**config.mk**
```make
export PLATFORM = sky130hd
export DESIGN_NAME = cosine_similarity_threshold
export DESIGN_NICKNAME = d
export VERILOG_FILES = /design/src/hw/rtl/cst_pkg.sv /design/src/hw/rtl/cst_ctrl.sv /design/src/hw/rtl/cst_dpath.sv /design/src/hw/rtl/cosine_similarity_threshold.sv
export SDC_FILE = /design/constraint.sdc
export NUM_CORES = 2
export LEC_CHECK = 0
export BUFFER_PORTS_ARGS = -buffer_cell sky130_fd_sc_hd__buf_2
export CELL_PAD_IN_SITES_DETAIL_PLACEMENT = 2
export CELL_PAD_IN_SITES_GLOBAL_PLACEMENT = 2
export CORE_ASPECT_RATIO = 0.8
export CORE_UTILIZATION = 46
export DETAILED_ROUTE_END_ITERATION = 10
export GPL_TIMING_DRIVEN = 0
export PLACE_DENSITY_LB_ADDON = 0.08
export SYNTH_ARGS = -nofsm -noshare
export SYNTH_HDL_FRONTEND = slang
export SYNTH_SLANG_ARGS = --single-unit
export TNS_END_PERCENT = 50
```
**constraint.sdc**
```tcl
create_clock -name clk -period 34.1 [get_ports clk]
set_input_delay 0 -clock clk [delete_from_list [all_inputs] [get_ports clk]]
set_output_delay 0 -clock clk [all_outputs]
set_load 0.02 [all_outputs]
```
**src/hw/rtl/cst_pkg.sv**
```systemverilog
// Shared types and constants for the cosine similarity threshold block.
`default_nettype none

package cst_pkg;

    localparam int SUM_W      = 43;          // running sums, Q13.30
    localparam int PROD_W     = 2 * SUM_W;   // norm_a * norm_b
    localparam int HALF_W     = 22;          // operand split for the product
    localparam int ROOT_W     = SUM_W;       // sqrt of PROD_W bits
    localparam int REM_W      = ROOT_W + 2;  // sqrt partial remainder
    localparam int Q_W        = 15;          // quotient magnitude bits
    localparam int CNT_W      = 6;
    localparam int MUL_STEPS  = 4;
    localparam int SQRT_STEPS = PROD_W / 2;
    localparam int DIV_STEPS  = Q_W;

    localparam logic signed [15:0] THRESHOLD_RESET = 16'sd11469;
    localparam logic signed [15:0] SIM_MAX         = 16'sd32767;
    localparam logic signed [15:0] SIM_MIN         = -16'sd32768;

    typedef struct packed {
        logic signed [15:0] elem_a;
        logic signed [15:0] elem_b;
        logic               last;
    } pair_t;

    typedef struct packed {
        logic signed [15:0] similarity;
        logic               above_threshold;
        logic               zero_norm;
    } result_t;

    typedef enum logic [2:0] {
        S_ACCUM,
        S_MUL,
        S_SQRT,
        S_PREP,
        S_DIV,
        S_DONE
    } state_t;

    typedef struct packed {
        logic       accum;
        logic       mul_step;
        logic [1:0] mul_sel;
        logic       sqrt_step;
        logic       div_prep;
        logic       div_step;
        logic       load;
    } cmd_t;

    typedef struct packed {
        logic out_free;
    } sts_t;

endpackage

`default_nettype wire

```
**src/hw/rtl/cst_ctrl.sv**
```systemverilog
// Controller: sequences accumulate, product, square root and divide.
`default_nettype none

module cst_ctrl (
    input  logic          clk,
    input  logic          rst_n,
    input  logic          pair_fire,
    input  logic          pair_last,
    input  cst_pkg::sts_t sts,
    output cst_pkg::cmd_t cmd,
    output logic          busy
);
    import cst_pkg::*;

    state_t             state_reg, state_next;
    logic [CNT_W-1:0]   cnt_reg, cnt_next;

    always_ff @(posedge clk or negedge rst_n)
    begin
        if (!rst_n)
        begin
            state_reg <= S_ACCUM;
            cnt_reg   <= '0;
        end
        else
        begin
            state_reg <= state_next;
            cnt_reg   <= cnt_next;
        end
    end

    always_comb
    begin
        state_next = state_reg;
        cnt_next   = cnt_reg;
        cmd        = '0;
        case (state_reg)
            S_ACCUM:
            begin
                cmd.accum = pair_fire;
                if (pair_fire && pair_last)
                begin
                    state_next = S_MUL;
                    cnt_next   = '0;
                end
            end
            S_MUL:
            begin
                cmd.mul_step = 1'b1;
                cmd.mul_sel  = cnt_reg[1:0];
                if (cnt_reg == CNT_W'(MUL_STEPS - 1))
                begin
                    state_next = S_SQRT;
                    cnt_next   = '0;
                end
                else
                begin
                    cnt_next = cnt_reg + 1'b1;
                end
            end
            S_SQRT:
            begin
                cmd.sqrt_step = 1'b1;
                if (cnt_reg == CNT_W'(SQRT_STEPS - 1))
                begin
                    state_next = S_PREP;
                    cnt_next   = '0;
                end
                else
                begin
                    cnt_next = cnt_reg + 1'b1;
                end
            end
            S_PREP:
            begin
                cmd.div_prep = 1'b1;
                state_next   = S_DIV;
                cnt_next     = '0;
            end
            S_DIV:
            begin
                cmd.div_step = 1'b1;
                if (cnt_reg == CNT_W'(DIV_STEPS - 1))
                begin
                    state_next = S_DONE;
                    cnt_next   = '0;
                end
                else
                begin
                    cnt_next = cnt_reg + 1'b1;
                end
            end
            S_DONE:
            begin
                if (sts.out_free)
                begin
                    cmd.load   = 1'b1;
                    state_next = S_ACCUM;
                end
            end
            default:
            begin
                state_next = S_ACCUM;
                cnt_next   = '0;
            end
        endcase
    end

    assign busy = (state_reg != S_ACCUM);

endmodule

`default_nettype wire

```
**src/hw/rtl/cst_dpath.sv**
```systemverilog
// Datapath: sums, split product, digit square root, restoring divide, result register.
`default_nettype none

module cst_dpath (
    input  logic             clk,
    input  logic             rst_n,
    input  cst_pkg::cmd_t    cmd,
    input  cst_pkg::pair_t   pair,
    input  logic             cfg_we,
    input  logic [15:0]      cfg_wdata,
    input  logic             result_stall,
    output cst_pkg::sts_t    sts,
    output logic             result_valid,
    output cst_pkg::result_t result
);
    import cst_pkg::*;

    // sums
    logic signed [SUM_W-1:0] dot_reg, dot_next;
    logic [SUM_W-1:0]        na_reg, na_next;
    logic [SUM_W-1:0]        nb_reg, nb_next;
    // product / square root
    logic [PROD_W-1:0]       prod_reg, prod_next;
    logic [ROOT_W-1:0]       root_reg, root_next;
    logic [REM_W-1:0]        rem_reg, rem_next;
    // divide
    logic [SUM_W:0]          drem_reg, drem_next;
    logic [Q_W-1:0]          q_reg, q_next;
    logic                    neg_reg, neg_next;
    logic                    sat_reg, sat_next;
    // config and output
    logic signed [15:0]      thr_reg;
    logic                    result_valid_reg, result_valid_next;
    result_t                 result_reg, result_next;

    logic signed [31:0]      prod_ab, prod_aa, prod_bb;
    logic signed [SUM_W:0]   dot_wide;
    logic [SUM_W:0]          na_wide, nb_wide;
    logic [HALF_W-1:0]       a_part, b_part;
    logic [2*HALF_W-1:0]     pp;
    logic [PROD_W-1:0]       pp_shift;
    logic [REM_W+1:0]        rem_sh, trial, rem_diff;
    logic                    sq_ge;
    logic [SUM_W-1:0]        mag;
    logic [SUM_W:0]          drem_sh;
    logic                    d_ge;
    logic                    zero;
    logic signed [15:0]      sim;

    always_comb
    begin
        prod_ab  = pair.elem_a * pair.elem_b;
        prod_aa  = pair.elem_a * pair.elem_a;
        prod_bb  = pair.elem_b * pair.elem_b;
        dot_wide = (SUM_W+1)'(dot_reg) + (SUM_W+1)'(prod_ab);
        na_wide  = {1'b0, na_reg} + (SUM_W+1)'($unsigned(prod_aa));
        nb_wide  = {1'b0, nb_reg} + (SUM_W+1)'($unsigned(prod_bb));

        a_part = cmd.mul_sel[0] ? HALF_W'(na_reg[SUM_W-1:HALF_W]) : na_reg[HALF_W-1:0];
        b_part = cmd.mul_sel[1] ? HALF_W'(nb_reg[SUM_W-1:HALF_W]) : nb_reg[HALF_W-1:0];
        pp     = a_part * b_part;
        case (cmd.mul_sel)
            2'd0:    pp_shift = PROD_W'(pp);
            2'd3:    pp_shift = PROD_W'(pp) << (2 * HALF_W);
            default: pp_shift = PROD_W'(pp) << HALF_W;
        endcase

        rem_sh   = {rem_reg, prod_reg[PROD_W-1 -: 2]};
        trial    = {2'b00, root_reg, 2'b01};
        sq_ge    = (rem_sh >= trial);
        rem_diff = rem_sh - trial;

        mag     = dot_reg[SUM_W-1] ? SUM_W'(-dot_reg) : dot_reg;
        drem_sh = {drem_reg[SUM_W-1:0], 1'b0};
        d_ge    = (drem_sh >= {1'b0, root_reg});

        zero = (na_reg == '0) || (nb_reg == '0);
        if (zero)
            sim = '0;
        else if (neg_reg)
            sim = sat_reg ? SIM_MIN : -$signed({1'b0, q_reg});
        else
            sim = sat_reg ? SIM_MAX : $signed({1'b0, q_reg});
    end

    always_comb
    begin
        dot_next          = dot_reg;
        na_next           = na_reg;
        nb_next           = nb_reg;
        prod_next         = prod_reg;
        root_next         = root_reg;
        rem_next          = rem_reg;
        drem_next         = drem_reg;
        q_next            = q_reg;
        neg_next          = neg_reg;
        sat_next          = sat_reg;
        result_next       = result_reg;
        result_valid_next = result_valid_reg;

        if (result_valid_reg && !result_stall)
            result_valid_next = 1'b0;

        if (cmd.accum)
        begin
            // saturate when the top two bits disagree
            if (dot_wide[SUM_W] != dot_wide[SUM_W-1])
                dot_next = dot_wide[SUM_W] ? {1'b1, {(SUM_W-1){1'b0}}}
                                           : {1'b0, {(SUM_W-1){1'b1}}};
            else
                dot_next = dot_wide[SUM_W-1:0];
            na_next = na_wide[SUM_W] ? '1 : na_wide[SUM_W-1:0];
            nb_next = nb_wide[SUM_W] ? '1 : nb_wide[SUM_W-1:0];
        end

        if (cmd.mul_step)
        begin
            prod_next = ((cmd.mul_sel == 2'd0) ? '0 : prod_reg) + pp_shift;
            root_next = '0;
            rem_next  = '0;
        end

        if (cmd.sqrt_step)
        begin
            rem_next  = sq_ge ? rem_diff[REM_W-1:0] : rem_sh[REM_W-1:0];
            root_next = {root_reg[ROOT_W-2:0], sq_ge};
            prod_next = {prod_reg[PROD_W-3:0], 2'b00};
        end

        if (cmd.div_prep)
        begin
            neg_next  = dot_reg[SUM_W-1];
            sat_next  = (mag >= root_reg);
            drem_next = {1'b0, mag};
            q_next    = '0;
        end

        if (cmd.div_step)
        begin
            drem_next = d_ge ? (drem_sh - {1'b0, root_reg}) : drem_sh;
            q_next    = {q_reg[Q_W-2:0], d_ge};
        end

        if (cmd.load)
        begin
            result_next.similarity      = sim;
            result_next.above_threshold = !zero && (sim > thr_reg);
            result_next.zero_norm       = zero;
            result_valid_next           = 1'b1;
            dot_next                    = '0;
            na_next                     = '0;
            nb_next                     = '0;
        end
    end

    always_ff @(posedge clk or negedge rst_n)
    begin
        if (!rst_n)
        begin
            dot_reg          <= '0;
            na_reg           <= '0;
            nb_reg           <= '0;
            thr_reg          <= THRESHOLD_RESET;
            result_valid_reg <= 1'b0;
        end
        else
        begin
            dot_reg          <= dot_next;
            na_reg           <= na_next;
            nb_reg           <= nb_next;
            result_valid_reg <= result_valid_next;
            if (cfg_we)
                thr_reg <= $signed(cfg_wdata);
        end
    end

    always_ff @(posedge clk)
    begin
        prod_reg   <= prod_next;
        root_reg   <= root_next;
        rem_reg    <= rem_next;
        drem_reg   <= drem_next;
        q_reg      <= q_next;
        neg_reg    <= neg_next;
        sat_reg    <= sat_next;
        result_reg <= result_next;
    end

    assign sts.out_free  = !result_valid_reg || !result_stall;
    assign result_valid  = result_valid_reg;
    assign result        = result_reg;

endmodule

`default_nettype wire

```
**src/hw/rtl/cosine_similarity_threshold.sv**
```systemverilog
// Top level of the cosine similarity threshold block.
//
//  channel    signals                          transfer when
//  pair       pair_valid, pair_stall, pair     pair_valid && !pair_stall
//  result     result_valid, result_stall, res. result_valid && !result_stall
//  config     cfg_we, cfg_wdata                cfg_we (threshold, Q1.15)
//
// Element pairs transfer one per cycle while the sums accumulate.
// After the pair marked last, pair_stall stays high for the finishing
// sequence: split 43x43 product, digit-by-digit square root, a setup step
// and restoring divide, then the result register loads; the load waits
// while an earlier result is held by result_stall.
// Reset (rst_n low, asynchronous) clears the sums and sets threshold to 0.35.
`default_nettype none

module cosine_similarity_threshold (
    input  logic             clk,
    input  logic             rst_n,
    input  logic             pair_valid,
    output logic             pair_stall,
    input  cst_pkg::pair_t   pair,
    output logic             result_valid,
    input  logic             result_stall,
    output cst_pkg::result_t result,
    input  logic             cfg_we,
    input  logic [15:0]      cfg_wdata
);
    import cst_pkg::*;

    cmd_t cmd;
    sts_t sts;
    logic busy;
    logic pair_fire;

    // pairs are taken only in the accumulate state
    assign pair_stall = busy;
    assign pair_fire  = pair_valid && !busy;

    cst_ctrl u_ctrl (
        .clk       (clk),
        .rst_n     (rst_n),
        .pair_fire (pair_fire),
        .pair_last (pair.last),
        .sts       (sts),
        .cmd       (cmd),
        .busy      (busy)
    );

    // result register lets sums restart while a result waits downstream
    cst_dpath u_dpath (
        .clk          (clk),
        .rst_n        (rst_n),
        .cmd          (cmd),
        .pair         (pair),
        .cfg_we       (cfg_we),
        .cfg_wdata    (cfg_wdata),
        .result_stall (result_stall),
        .sts          (sts),
        .result_valid (result_valid),
        .result       (result)
    );

    // a zero-norm result carries similarity 0 and no match
    a_zero_norm: assert property (@(posedge clk) disable iff (!rst_n)
        result_valid && result.zero_norm
        |-> result.similarity == 16'sd0 && !result.above_threshold)
        else $error("zero-norm result with nonzero similarity or match");

    // the final pair starts the finishing sequence
    a_last_stalls: assert property (@(posedge clk) disable iff (!rst_n)
        pair_fire && pair.last |=> pair_stall)
        else $error("input not stalled after final pair");

    // the finishing sequence opens with the first product step (mul_sel 0)
    a_mul_order: assert property (@(posedge clk) disable iff (!rst_n)
        pair_fire && pair.last |=> cmd.mul_step && cmd.mul_sel == 2'd0)
        else $error("product sequence did not start after final pair");

endmodule

`default_nettype wire
```
; ---- Word level (Yosys, flattened, before mapping)
; Index checks and enable logic that the tools add are counted.
[totals]
regBits = 407
latch_bits = 0
ramBits = 0
romBits = 0
input_bits = 54
output_inout_bits = 20
word_cells = 123
mem_count = 0
[op_classes]
addsub = 9
mul = 4
div = 0
n_lt_le_gt_ge = 4
eq_ne = 15
n_shift = 0
mux = 51
n_bitwise = 1
reduce_logical = 21
[op_table]
columns = cell, count
row1 = $mux 43, 16
row2 = $mux 86, 3
row3 = $pmux 86 s2, 1
row4 = $mux 45, 3
row5 = $add 43x32->44, 3
row6 = $mul 16x16->32, 3
row7 = $add 86x86->86, 1
row8 = $logic_not 43->1, 2
row9 = $mux 16, 3
row10 = $ge 47x45->1, 1
row11 = $mux 15, 3
row12 = $sub 45x45->45, 1
row13 = $ge 44x43->1, 1
row14 = $mul 22x22->44, 1
row15 = $mux 22, 2
row16 = $ge 43x43->1, 1
row17 = $neg 43->43, 1
row18 = $sub 43x43->43, 1
row19 = $pmux 6 s5, 1
row20 = $mux 6, 4
row21 = $mux 3, 6
row22 = $pmux 3 s6, 1
row23 = $gt 16x16->1, 1
row24 = $neg 15->16, 1
row25 = other kinds (22), 44

; ---- Logic depth before layout (Yosys ltp)
[logic_depth]
ltp_word = 8
ltp_mapped = 50

; ---- Cells and area by module
; A second synthesis with hierarchy kept.
[unflattened]
hier_cells = 8838
hier_area_um2 = 79739.0
[modules_own_cells]
columns = module, n_inst, cells_per_inst, area_per_inst_um2, seq_area_each_um2
row1 = cst_dpath, 1, 8773, 79072.1, 11210.8
row2 = cst_ctrl, 1, 64, 653.1, 225.2
row3 = cosine_similarity_threshold, 1, 1, 13.8, 0.0

; ---- Least setup slack after synthesis
; OpenSTA, ideal clock, no wires.
[synth_timing]
path_type = register to register
from = register u_ctrl.state_reg[0]
to = register u_dpath.prod_reg[82], data pin
arrival_ns = 11.942
slack_ns = 21.892
path_stages_with_launch = 47
n_path_buf = 4
synth_period_minus_slack_ns = 12.208
path_cell_list = dfrtp_1 clkbuf_1 nor3b_1 and2_1 clkbuf_1 clkbuf_1 mux2i_1 clkbuf_1 nor2_1 fa_1 fa_1 inv_1 fa_1 inv_1 fa_1 inv_1 fa_1 inv_1 [11 not listed] o31ai_1 o21ai_0 nand3_1 mux2_2 a32o_1 ha_1 a21oi_1 o21ai_0 or2_2 a21oi_1 or4_1 a21oi_1 a21oi_1 o21ai_0 a31oi_1 o31ai_1 xnor2_1 o21ai_0
[synth_between]
elab_chain_len = 8
elab_cells_between_ends = 14
cone_classes = 1 x add/sub / 1 x mul / 3 x eq/ne / 8 x mux / 1 x reduce/logical
[synth_rtl]
columns = element, line_no
row1 = start: declaration, cst_ctrl.sv:15  ; state_t state_reg, state_next;
row2 = start signal: assignment, cst_ctrl.sv:27  ; state_reg <= state_next;
row3 = $eq 3x1->1, cst_ctrl.sv:37  ; case (state_reg)
row4 = $mux 3, cst_ctrl.sv:37
row5 = $mux 22 (on tied branches), "cst_dpath.sv:59, cst_dpath.sv:60"
row6 = $mul 22x22->44, cst_dpath.sv:61  ; pp = a_part * b_part;
row7 = $pmux 86 s2, cst_dpath.sv:62  ; case (cmd.mul_sel)
row8 = $add 86x86->86, cst_dpath.sv:118  ; prod_next = ((cmd.mul_sel == 2'd0) ? '0 : prod_reg) + pp_shift;
row9 = $mux 86, cst_dpath.sv:116  ; if (cmd.mul_step)
row10 = $mux 86 (*), cst_dpath.sv:123  ; if (cmd.sqrt_step)
row11 = via u_dpath.prod_next[82], cst_dpath.sv:23  ; logic [PROD_W-1:0] prod_reg, prod_next;
row12 = end signal: assignment, cst_dpath.sv:179  ; prod_reg <= prod_next;
row13 = end: declaration, cst_dpath.sv:23
; Mark *: on every way through the listed nets, which the timed path passes. The rest lies on a longest branch. The select of a mux whose other input is x is not followed.
; A chain may end at the register's enable or synchronous reset.

; ---- Final worst setup path
[layout_timing]
from = register u_ctrl.state_reg[0]
to = register u_dpath.prod_reg[84], data pin
; Same word-level chain as after synthesis.

==> results.toml <==
[outcome]
status = "finished, violations left"
failed_checks = "capacitance limit, slew limit"

[cts]
numCtsBuffers = 52
htree_levels = 2
clk_pin_slew_worst_paths_ps = 60
cts_buffer_depth = 3
cts_tree = "yes"
clk_latency_ps = 740
cts.sinks = 407
cts_root_buf = "clkbuf_16"

[floorplanning]
die_height_um = 372
die_w_um = 465
io_pins = 74
core-area_mm2 = 0.170
num_rows = 135
initial_core_util_pct = 46.4
dieArea_mm2 = 0.173

[setup_path]
rr_startpoint = "u_ctrl.state_reg[0]"
r2r_slack_ps = 17020
critical_path.max_fanout = 10
crit_path_top_delay_cell = "mux2i_1"
max_stage_delay_ps = 1110
crit_path_start_kind = "register"
worstReg2RegEnd = "u_dpath.prod_reg[84]"
rr_worst_depth = 45
worstSetupEndpointType = "register"
worstPathRequired_ps = 34630
cp.arrival_ps = 17610
worstSetupPathType = "reg2reg"

[detailed_routing]
drtPass1Iterations = 6
wirelength_um = 353000
dr_total_vias = 70900
viasPerCell = 6.16
routedWlPerCell_um = 30.7
drtIter0Drc = 5526
detail-route-antenna-nets = 0
remaining_drc_errors = 0

[sta]
post-route-min-period_ps = 17080
hold_viol = 0
min_period_over_period_pct = 50.1
slew_headroom_pct = -6.28
tns_ps = 0
clock_skew_ps = 76.6
worstMarginPinSlew_ps = 1580
rsz0062_at_grt = "false"
timing.fmax_ghz = 0.0586
finalMaxSlewViolations = 17
setup_violations = 0

[layout]
drive_above_1_share_pct = 2.60
largest_reg_flops = 85
fin_cells = 11500
area_growth_pct = 7.36
layout.nets = 11200
final_core_util_pct = 49.8
fillers = 18500

[hold_path]
hp-class = "in2reg"
holdPathEnd = "u_dpath.thr_reg[2]"
holdPathStages = 3
hp-start = "cfg_we"

[grt]
grt_pass1_vias = 81000
groute.usage.overall_pct = 40.7
grt_max_degree = 93
antenna_found_initial = 34
grt_overflow = 0
grt_pass1_wl_um = 525000

[synthesis]
synth_top_flop_cell = "edfxtp_1"
netlist_area_mm2 = 0.0788
ys_seq_elements = 407
syn_nets = 11100
avgSynthCellArea_um2 = 8.74
synth_cells = 9021
synth-async-reset-ratio_pct = 38.1
ys_seq_area_share_pct = 14.5
synth_cell_type_count = 87
synth_edf_count = 250
ys_warn_count = 0

[place]
globalplace.congestion = 0.978
dp_hpwl_um = 287000
port_buffers = 63
place_inst = 11400

[run]
drv_cap = 4
## metrics by stage
step                      instance area, um2  hold slack [ps]  setup WS (ps)
after floorplan                        78800             -296          21890
after global placement                 82000              219          16810
after detailed placement               82300            -34.6          17440
after CTS                              84600             19.4          17350
after global routing                   84600             62.0          16440
final                                  84600             40.4          17020
## critical path: cells and delay by family (launching register included)
| kind | cells | cell delay [ps] |
|---|---|---|
| AO/OA/AOI/OAI | 18 | 5320 |
| adder cells (fa/ha/maj) | 9 | 4660 |
| buffers and inverters | 9 | 2980 |
| AND/OR/NAND/NOR | 7 | 1900 |
| multiplexers | 1 | 1110 |
| XOR/XNOR | 1 | 530 |
| flip-flops | 1 | 340 |
## cells by family (layout without fill, tap and decap cells)
family	after synthesis	after routing	synth area share, %
simple gates	2650	2650	15.1
compound gates	1621	1621	12.9
flops	407	407	14.5
xor+xnor	424	424	4.73
buf+inv	1883	2106	8.97
other cells	1	11	0.00476
fa+ha+maj	1978	1978	43.0
mux	57	57	0.733
## per-layer routing
metal	wire length [um]	track usage, %	vias to the layer above
met3	28700	9.35	1048
met5	198	0	-
li1	-	-	29500
met2	166000	66.9	3110
met1	141000	50.9	37200
met4	18000	18.7	30
## cell type report
class,instances,area (um2),share of cell area (%)
clock inverters,22,274,0.324
clock buffers,76,1530,1.81
plain buffers,371,1400,1.65
well taps,2260,2830,3.34
repair buffers,125,1080,1.27
flip-flops and latches,407,11400,13.5
multi-input cells,6731,60400,71.3
inverters,1512,5680,6.71
diodes,10,25.0,0.0296
## synthesized netlist by cell type, drive strengths merged (61+ instances only)
| library cell | n | area share (%) |
|---|---|---|
| inv | 1505 | 7.2 |
| fa | 1223 | 31 |
| nand2 | 1102 | 5.2 |
| ha | 755 | 12 |
| nor2 | 738 | 3.5 |
| a21oi | 536 | 3.4 |
| o21ai | 362 | 2.3 |
| clkbuf | 356 | 1.7 |
| xnor2 | 290 | 3.2 |
| and2 | 281 | 2.2 |
| edfxtp | 250 | 9.5 |
| a21o | 189 | 1.8 |
| dfrtp | 147 | 4.7 |
| xor2 | 133 | 1.5 |
| nand3 | 86 | 0.55 |
| nand2b | 76 | 0.60 |
| nand4 | 74 | 0.59 |
| a31oi | 69 | 0.55 |
| o21bai | 68 | 0.65 |
| nor3 | 61 | 0.39 |
## placed cells by master, fill, tap and decap left out, drive strengths merged, types with 53 or more instances in the layout
cell type and n:
o21ai 362, dfrtp 147, nand3 86, and2 281
a21o 189, nand4 74, xor2 133, xnor2 290
nor2 738, inv 1508, nor3 61, and3 53
a31oi 69, buf 92, ha 755, o21bai 68
clkbuf 432, nand2 1102, fa 1223, edfxtp 250
a21oi 536, nand2b 76
## repair_timing
| action | CTS | global route |
|---|---|---|
| endpoints found under the hold margin | 177 | 0 |
| resized for setup | 0 | 0 |
| hold buffers | 49 | 0 |
| buffers inserted | 0 | 0 |
| endpoints found under the setup margin | 0 | 0 |
## worst max-delay path by stage
stage,startpoint,to,depth (start not counted)
detailed placement,u_ctrl.state_reg[0],u_dpath.prod_reg[84],45
global route,u_ctrl.state_reg[0],u_dpath.prod_reg[84],45
CTS,u_ctrl.state_reg[0],u_dpath.prod_reg[84],45
floorplan,u_ctrl.state_reg[0],u_dpath.prod_reg[82],46
finish,u_ctrl.state_reg[0],u_dpath.prod_reg[84],45
global placement,u_ctrl.state_reg[0],u_dpath.prod_reg[82],44
Power is not shown: default switching activity piles up to over one toggle a cycle in this logic, so the estimate is an artifact.
